## config.mk

```make
export PLATFORM = sky130hd
export DESIGN_NAME = tcc_cursor
export DESIGN_NICKNAME = d
export VERILOG_FILES = /design/src/hw/rtl/tcc_pkg.sv /design/src/hw/rtl/tcc_cursor.sv
export SDC_FILE = /design/constraint.sdc
export NUM_CORES = 1
export LEC_CHECK = 0
export ABC_AREA = 1
export BUFFER_PORTS_ARGS = -buffer_cell sky130_fd_sc_hd__buf_2
export CAP_MARGIN = 40
export CORE_UTILIZATION = 56
export DETAILED_ROUTE_END_ITERATION = 16
export PLACE_DENSITY = 0.82
export SLEW_MARGIN = 20
export SYNTH_ARGS = -nofsm -noshare
export SYNTH_HDL_FRONTEND = slang
export SYNTH_SLANG_ARGS = --single-unit
```

## constraint.sdc

```tcl
create_clock -name clk -period 2.3 [get_ports clk]
set_input_delay 0.115 -clock clk [delete_from_list [all_inputs] [get_ports clk]]
set_output_delay 0.115 -clock clk [all_outputs]
set_load 0.02 [all_outputs]
```

## src/hw/rtl/tcc_pkg.sv

```systemverilog
// ----------------------------------------------------------------------------
// tcc_pkg: shared constants and types of the text console character engine
// Screen geometry, field widths, operation and character codes, and the
// structs that pass between the top level and the cursor unit.
// ----------------------------------------------------------------------------
`default_nettype none

package tcc_pkg;

  // Screen geometry
  localparam int COLUMNS = 80;
  localparam int ROWS    = 25;
  localparam int CELLS   = ROWS * COLUMNS;

  localparam int CELL_AW = $clog2(CELLS);
  localparam int COL_W   = $clog2(COLUMNS);
  localparam int ROW_W   = $clog2(ROWS);

  // Item field widths
  localparam int OP_W    = 2;
  localparam int CHAR_W  = 8;
  localparam int ADDR_W  = 11;
  localparam int POS_W   = 11;
  localparam int CELL_W  = 16;
  localparam int ATTR_W  = 8;

  // Operation codes
  localparam logic [OP_W-1:0] OP_PUT   = 2'd0;
  localparam logic [OP_W-1:0] OP_READ  = 2'd1;
  localparam logic [OP_W-1:0] OP_CLEAR = 2'd2;

  // Character codes
  localparam logic [CHAR_W-1:0] CH_BACKSPACE = 8'h08;
  localparam logic [CHAR_W-1:0] CH_TAB       = 8'h09;
  localparam logic [CHAR_W-1:0] CH_NEWLINE   = 8'h0A;
  localparam logic [CHAR_W-1:0] CH_RETURN    = 8'h0D;
  localparam logic [CHAR_W-1:0] CH_SPACE     = 8'h20;

  localparam int TAB_STEP = 8;

  localparam logic [ATTR_W-1:0] ATTR_RESET = 8'h07;
  localparam logic [CELL_W-1:0] CELL_RESET = {ATTR_RESET, CH_SPACE};

  // Command to the cursor unit
  typedef struct packed {
    logic              put;
    logic              home;
    logic [CHAR_W-1:0] code;
  } tcc_cur_cmd_t;

  // What a put of the presented code would do
  typedef struct packed {
    logic               wr_en;
    logic [CELL_AW-1:0] wr_idx;
    logic [CHAR_W-1:0]  wr_code;
    logic               scroll;
  } tcc_cur_eff_t;

endpackage

`default_nettype wire

```

## src/hw/rtl/tcc_cursor.sv

```systemverilog
// ----------------------------------------------------------------------------
// tcc_cursor: cursor row/column tracking
// Holds the cursor, works out the cell write, wrap and scroll of a put,
// and reports the linear cursor index.
// ----------------------------------------------------------------------------
`default_nettype none

module tcc_cursor
  import tcc_pkg::*;
(
  input  wire logic               clk,
  input  wire logic               rst_n,
  input  wire tcc_cur_cmd_t       cmd,
  output      tcc_cur_eff_t       eff,
  output      logic [CELL_AW-1:0] cur_idx
);

  logic [COL_W-1:0] col_r;
  logic [ROW_W-1:0] row_r;
  logic [COL_W:0]   col_nxt;
  logic [ROW_W:0]   row_nxt;
  logic [COL_W-1:0] wr_col;

  always_comb begin
    col_nxt     = {1'b0, col_r};
    row_nxt     = {1'b0, row_r};
    wr_col      = col_r;
    eff.wr_en   = 1'b0;
    eff.wr_code = cmd.code;
    case (cmd.code)
      CH_NEWLINE: begin
        col_nxt = '0;
        row_nxt = {1'b0, row_r} + (ROW_W+1)'(1);
      end
      CH_RETURN: begin
        col_nxt = '0;
      end
      CH_TAB: begin
        col_nxt = ({1'b0, col_r} + (COL_W+1)'(TAB_STEP)) & ~(COL_W+1)'(TAB_STEP - 1);
      end
      CH_BACKSPACE: begin
        if (col_r != '0) begin
          col_nxt     = {1'b0, col_r} - (COL_W+1)'(1);
          wr_col      = col_r - COL_W'(1);
          eff.wr_en   = 1'b1;
          eff.wr_code = CH_SPACE;
        end
      end
      default: begin
        col_nxt   = {1'b0, col_r} + (COL_W+1)'(1);
        eff.wr_en = 1'b1;
      end
    endcase
    // wrap past the last column
    if (32'(col_nxt) >= 32'(COLUMNS)) begin
      col_nxt = '0;
      row_nxt = row_nxt + (ROW_W+1)'(1);
    end
    // fall off the bottom: scroll and pin to the last row
    eff.scroll = (32'(row_nxt) >= 32'(ROWS));
    if (eff.scroll) begin
      row_nxt = (ROW_W+1)'(ROWS - 1);
    end
    eff.wr_idx = CELL_AW'(row_r) * CELL_AW'(COLUMNS) + CELL_AW'(wr_col);
  end

  assign cur_idx = CELL_AW'(row_r) * CELL_AW'(COLUMNS) + CELL_AW'(col_r);

  always_ff @(posedge clk) begin
    if (!rst_n) begin
      col_r <= '0;
      row_r <= '0;
    end else if (cmd.home) begin
      col_r <= '0;
      row_r <= '0;
    end else if (cmd.put) begin
      col_r <= col_nxt[COL_W-1:0];
      row_r <= row_nxt[ROW_W-1:0];
    end
  end

endmodule

`default_nettype wire

```

==> impl_metrics.tcl, run 1 <==
set metrics [dict create \
    root_buffer "clkbuf_4" \
    finalMaxSlewViolations 0 \
    post-route-min-period_ps 2710 \
    rows 21 \
    synthTopCellsByArea "nand2_1 (15%), dfxtp_1 (12%), ha_1 (12%), nand3_1 (8.0%), inv_1 (6.9%)" \
    avgRoutedWirePerCell_microns 17.5 \
    status "complete, but fails checks" \
    antenna_left 0 \
    wirelength_microns 7630 \
    violations "negative setup slack" \
    die_h_microns 61.8 \
    cp_max_fo 8 \
    syn_inst 321 \
    setup_tns_ps -1860 \
    required_ps 2180 \
    finClkSkew_ps 6.97 \
    nets 425 \
    pin_count 44 \
    holdWs_ps 122 \
    grt_usage 0.289 \
    htree_levels 1 \
    post-route-drc-count 0 \
    core-area_sq_um 3390 \
    vias 2650 \
    min_path_cells 2 \
    grt_max_degree 13 \
    tightest_slew_ps 437 \
    hold_viol 0 \
    async_reset_ff_frac 0 \
    startpoint "col_r[4]" \
    numCtsBuffers 3 \
    post-synth-top-count-cell "nand2_1" \
    drive_gt1_frac 0.474 \
    gr-total-overflow 0 \
    hold_start "cmd[9]" \
    leakagePower_uw 0.00145 \
    insertion_delay_ps 300 \
    worst_slack_ps -411 \
    worstReg2RegEnd "row_r[1]" \
    period_share 1.18 \
    fin_util 0.859 \
    fmax_ghz 0.369 \
    dr.pass1.iters 7 \
    cp-start-kind "flop" \
    max-cap-violations 0 \
    synth.cell_area_sq_um 2000 \
    dp_hpwl_microns 4120 \
    ys_seq_elements 12 \
    synth_top_area_cell "nand2_1" \
    final_cells 436 \
    clockBufferDepth 2 \
    syn_to_final_growth_pct 45.5 \
    r2r_cells 20 \
    multiInputGateArea_sq_um 1790 \
    dpl.cell_count 418 \
    yosysWarnings 0 \
    clk_pin_slew_ps 90 \
    critPathCaptureType "primary output" \
    setup_viol 12 \
    nFillCells 186 \
    clock-sinks 12 \
    antenna_found_initial 0 \
    die_w_microns 61.8 \
    port_buffers 43 \
    synth_top_area_frac 0.152 \
    start_util 0.591 \
    vdd_ir_drop_max_v 0.000173 \
    via_per_inst 6.08 \
    die_area_sq_um 3820 \
    globalplace.congestion 1.03 \
    synth_nets 355 \
    slew-limit-headroom 0.708 \
    grt_pass1_vias 1914 \
    ys_seq_area_frac 0.120 \
    rsz0062_at_grt "yes" \
    arrival_ps 2600 \
    powerDensity_nw_per_um2 205 \
    synth_common_cells "nand2_1 (81), inv_1 (37), nand3_1 (32)" \
    cts_tree "yes" \
    timing.rr.start "col_r[4]" \
    critical_path_class "flop to primary output" \
    avgSynthCellArea_sq_um 6.24 \
    diodes 0 \
    ctsHoldBuffers 0 \
    synth_cell_types 33 \
    hold_end "col_r[2]" \
    synth_ff_type "dfxtp_1" \
    synth_edf_count 0 \
    seq_area_sq_um 265 \
    hp-class "primary input to flop" \
    drtIter0Drc 253 \
    dp_slack_ps -33.1 \
    grt_pass1_wl_microns 8260 \
    rrSetupSlack_ps -220 \
]
-- report_power, final --
part           leakage [uW]  switching, uW  internal, uW
clock             0.0000210           87.3          96.7
sequential         0.000103           5.02           205
combinational       0.00133            122          80.0
total               0.00145            215           382
-- sequential cells by signal (all words and copies together) (netlist names) --
signal	cells
row_r	5
col_r	7
-- cell usage in the layout, fill, tap and decap left out, drive strengths merged --
master and n:
nand2 86, buf 83, inv 44, nand3 34
nor2 34, o21ai 19, ha 19, xor2 16
a21oi 13, dfxtp 12, nand4 5, xnor2 5
o22ai 4, clkbuf 4, fa 3, o211ai 2
a31oi 2, clkinv 1, clkinvlp 1, or2 1
nor3 1, o221ai 1
-- final cells by class --
type,instances,area share
Multi-Input combinational cell,245,0.614
Tap cell,46,0.0198
Timing Repair Buffer,83,0.199
Clock buffer,4,0.0125
Sequential cell,12,0.0911
Inverter,46,0.0640
-- metrics by stage --
stage	total power (uW)	instance area [sq um]
6_report	597	2910
5_1_grt	616	2910
4_1_cts	558	2570
3_5_place_dp	381	2380
3_3_place_gp	378	2380
2_1_floorplan	331	2020
-- cell families (layout without fill, tap and decap cells) --
logic type / count (synthesis) / in the layout / synth area share
adder cells (fa/ha/maj): 22 / 22 / 0.149
AO/OA/AOI/OAI: 41 / 41 / 0.122
AND/OR/NAND/NOR: 161 / 161 / 0.376
buffers and inverters: 64 / 133 / 0.137
flip-flops: 12 / 12 / 0.120
XOR/XNOR: 21 / 21 / 0.0956
-- critical path, cell delays in order (launching register included) --
cell	delay [ps]
dfxtp_4	390
buf_4	160
ha_4	150
inv_2	60
nor2_1	200
nand2_1	130
nand2_1	100
inv_1	40
nor2_1	130
nor2_1	80
nand2_1	80
nand2_2	90
nand2_4	140
inv_4	50
nand2_1	80
nand2_2	80
inv_2	70
nand3_4	80
nand2_2	80
buf_6	110
-- layer usage --
| metal | vias to the layer above | track usage | share of wire |
|---|---|---|---|
| met4 | 0 | 0.0984 | 0.052 |
| met2 | 219 | 0.516 | 0.48 |
| met3 | 54 | 0.0476 | 0.10 |
| met1 | 1223 | 0.352 | 0.36 |
| li1 | 1154 | - | - |
| met5 | - | 0 | 0 |
-- how the worst max path moves through the flow --
| stage | depth (start not counted) | to | slack (ps) |
|---|---|---|---|
| CTS | 14 | eff[19] | -130 |
| detailed placement | 14 | eff[19] | -30 |
| floorplan | 12 | eff[19] | 10 |
| finish | 19 | eff[0] | -410 |
| global route | 19 | eff[0] | -520 |
| global placement | 14 | eff[19] | 40 |
-- timing repair --
| item | 4_1_cts | 5_1_grt |
|---|---|---|
| pin swaps | 13 | 33 |
| endpoints found under the setup margin | 9 | 15 |
| buffers inserted | 5 | 10 |
| resized for setup | 40 | 69 |
No activity file was read; power rests on OpenSTA's default activity.
==> run 2: changes to the inputs <==
--- a/config.mk
+++ b/config.mk
@@ -6,11 +6,15 @@
 export NUM_CORES = 1
 export LEC_CHECK = 0
 export ABC_AREA = 1
+export ABC_CLOCK_PERIOD_IN_PS = 2300
 export BUFFER_PORTS_ARGS = -buffer_cell sky130_fd_sc_hd__buf_2
 export CAP_MARGIN = 40
-export CORE_UTILIZATION = 56
+export CELL_PAD_IN_SITES_DETAIL_PLACEMENT = 1
+export CELL_PAD_IN_SITES_GLOBAL_PLACEMENT = 1
+export CORE_UTILIZATION = 38
+export CTS_CLUSTER_SIZE = 28
 export DETAILED_ROUTE_END_ITERATION = 16
-export PLACE_DENSITY = 0.82
+export PLACE_DENSITY_LB_ADDON = 0.1
 export SLEW_MARGIN = 20
 export SYNTH_ARGS = -nofsm -noshare
 export SYNTH_HDL_FRONTEND = slang
==> run 2 against run 1 <==
  * The run still ends with negative setup slack left
  * Via count up 2.2%
  * Final cell count up 8.9%
  * Clock skew is 0.96 ps higher
  * Global-route usage decreased by 1.7 points
  * First-iteration DRC count fell by 9.1%
  * Core utilization shrank 25 points
  * Routed wire length grew 31%
  * Design area up 6.1%
  * Hold slack better by 19 ps
  * Non-clock buffer count increased by 15
  * Clock-buffer cell count unchanged
==> impl_metrics.tcl, run 2 (synthesized netlist as in run 1, its figures left out) <==
set metrics [dict create \
    finalMaxSlewViolations 0 \
    reg.largest.list "col_r (7), row_r (5)" \
    port_buffers 43 \
    via_per_inst 5.70 \
    gr-total-overflow 0 \
    dr.pass1.iters 5 \
    hold_viol 0 \
    max-cap-violations 0 \
    critPathCaptureType "primary output" \
    worst_slack_ps -352 \
    leakagePower_uw 0.00155 \
    cp-start-kind "flop" \
    globalplace.congestion 0.831 \
    root_buffer "clkbuf_8" \
    final_cells 475 \
    largest_register "col_r" \
    final_cell_mix "nand2_1 (61), buf_4 (53), buf_2 (35), inv_1 (30), nand3_1 (25)" \
    arrival_ps 2540 \
    antenna_found_initial 0 \
    numCtsBuffers 3 \
    mostFrequentLayoutCell "nand2_1" \
    vdd_ir_drop_max_v 0.000149 \
    pwr-share-seq 0.300 \
    startpoint "col_r[1]" \
    grt_pass1_wl_microns 11400 \
    seq_area_sq_um 265 \
    dp_slack_ps -50.6 \
    p_sw_frac 0.368 \
    dp_hpwl_microns 5040 \
    syn_to_final_growth_pct 54.3 \
    fin_util 0.609 \
    critical_path_class "flop to primary output" \
    drive_gt1_frac 0.509 \
    rsz0062_at_grt "yes" \
    slew-limit-headroom 0.659 \
    p_clk_frac 0.384 \
    nFillCells 657 \
    timing.rr.start "col_r[4]" \
    tightest_slew_ps 506 \
    post-route-min-period_ps 2650 \
    required_ps 2180 \
    clock-sinks 12 \
    setup_viol 17 \
    grt_max_degree 14 \
    r2r_cells 15 \
    worstReg2RegEnd "col_r[5]" \
    crit_end "eff[0]" \
    die_h_microns 74.6 \
    multiInputGateArea_sq_um 1800 \
    p_int_uw 448 \
    violations "negative setup slack" \
    insertion_delay_ps 270 \
    die_area_sq_um 5560 \
    antenna_left 0 \
    cp_max_fo 8 \
    drtIter0Drc 230 \
    hp-class "primary input to flop" \
    clk_pin_slew_ps 80 \
    clockBufferDepth 2 \
    die_w_microns 74.6 \
    core-area_sq_um 5070 \
    post-route-drc-count 0 \
    fmax_ghz 0.377 \
    start_util 0.394 \
    grt_usage 0.272 \
    cts_tree "yes" \
    switching_power_uw 262 \
    finClkSkew_ps 7.93 \
    status "complete, but fails checks" \
    period_share 1.15 \
    vias 2707 \
    largest_reg_flops 7 \
    p_comb_frac 0.316 \
    htree_levels 1 \
    grt_pass1_vias 2377 \
    powerDensity_nw_per_um2 230 \
    nets 440 \
    avgRoutedWirePerCell_microns 21.0 \
    rrSetupSlack_ps -320 \
    diodes 0 \
    pin_count 44 \
    wirelength_microns 9990 \
    rows 26 \
    dpl.cell_count 445 \
]
-- run 2: cell types whose count changed in the layout (fill, tap and decap cells not counted), sizes merged --
cell,before,now
clkinvlp,1,0
inv,44,45
buf,83,98
-- run 2: metal layers --
metal	track usage	vias to the layer above	wire length [microns]
met3	0.0230	60	777
met1	0.331	1285	3840
met4	0.0839	0	560
met5	0	-	0
li1	-	1185	-
met2	0.504	177	4810
-- run 2: final cells by class --
cell class,count,share of cell area
Sequential cell,12,0.0859
Clock buffer,4,0.0178
Tap cell,70,0.0284
Inverter,46,0.0591
Multi-Input combinational cell,245,0.584
Timing Repair Buffer,98,0.225
-- run 2: worst min-delay path by stage --
stage	cells past startpoint	slack, ps	startpoint	to
2_1_floorplan	3	310	cmd[8]	row_r[3]
3_3_place_gp	2	420	cmd[9]	col_r[2]
3_5_place_dp	2	430	cmd[9]	col_r[2]
4_1_cts	2	160	cmd[9]	col_r[2]
5_1_grt	2	160	cmd[9]	col_r[2]
6_report	2	140	cmd[9]	col_r[2]
-- run 2: per-stage QoR --
stage	TNS [ps]	power, uW	hold slack [ps]	cell area (sq um)
3_5_place_dp	-135	386	434	2450
6_report	-2650	710	141	3090
3_3_place_gp	0	383	425	2450
2_1_floorplan	0	331	315	2020
5_1_grt	-5300	723	164	3090
4_1_cts	-255	644	157	2780
-- run 2: worst max-delay path, stage by stage, from the launching register on --
cell and delay [ps]:
dfxtp_4 400, buf_6 140, buf_4 120, nand3_4 100, nor2_2 140, nand2_1 100, nand2_1 110, inv_1 60
nor2_2 130, nor2_1 90, nand2_1 90, nand2_2 100, nand2_4 150, inv_4 70, nand2_2 70, nand2_2 50
inv_2 50, nand3_2 100, nand2_2 80, buf_6 110
-- run 2: power groups by stage --
| stage | logic, uW | registers (uW) | clock network (uW) |
|---|---|---|---|
| finish | 224 | 213 | 273 |
| global route | 237 | 213 | 273 |
| CTS | 187 | 213 | 244 |
| detailed placement | 166 | 220 | 0 |
| global placement | 163 | 220 | 0 |
| floorplan | 110 | 221 | 0 |
-- run 2: timing repair --
action	CTS	global route
pin swaps	16	35
endpoints found under the setup margin	14	17
hold buffers	0	0
gates resized for setup	60	52
gates cloned	0	0
setup buffers	12	14
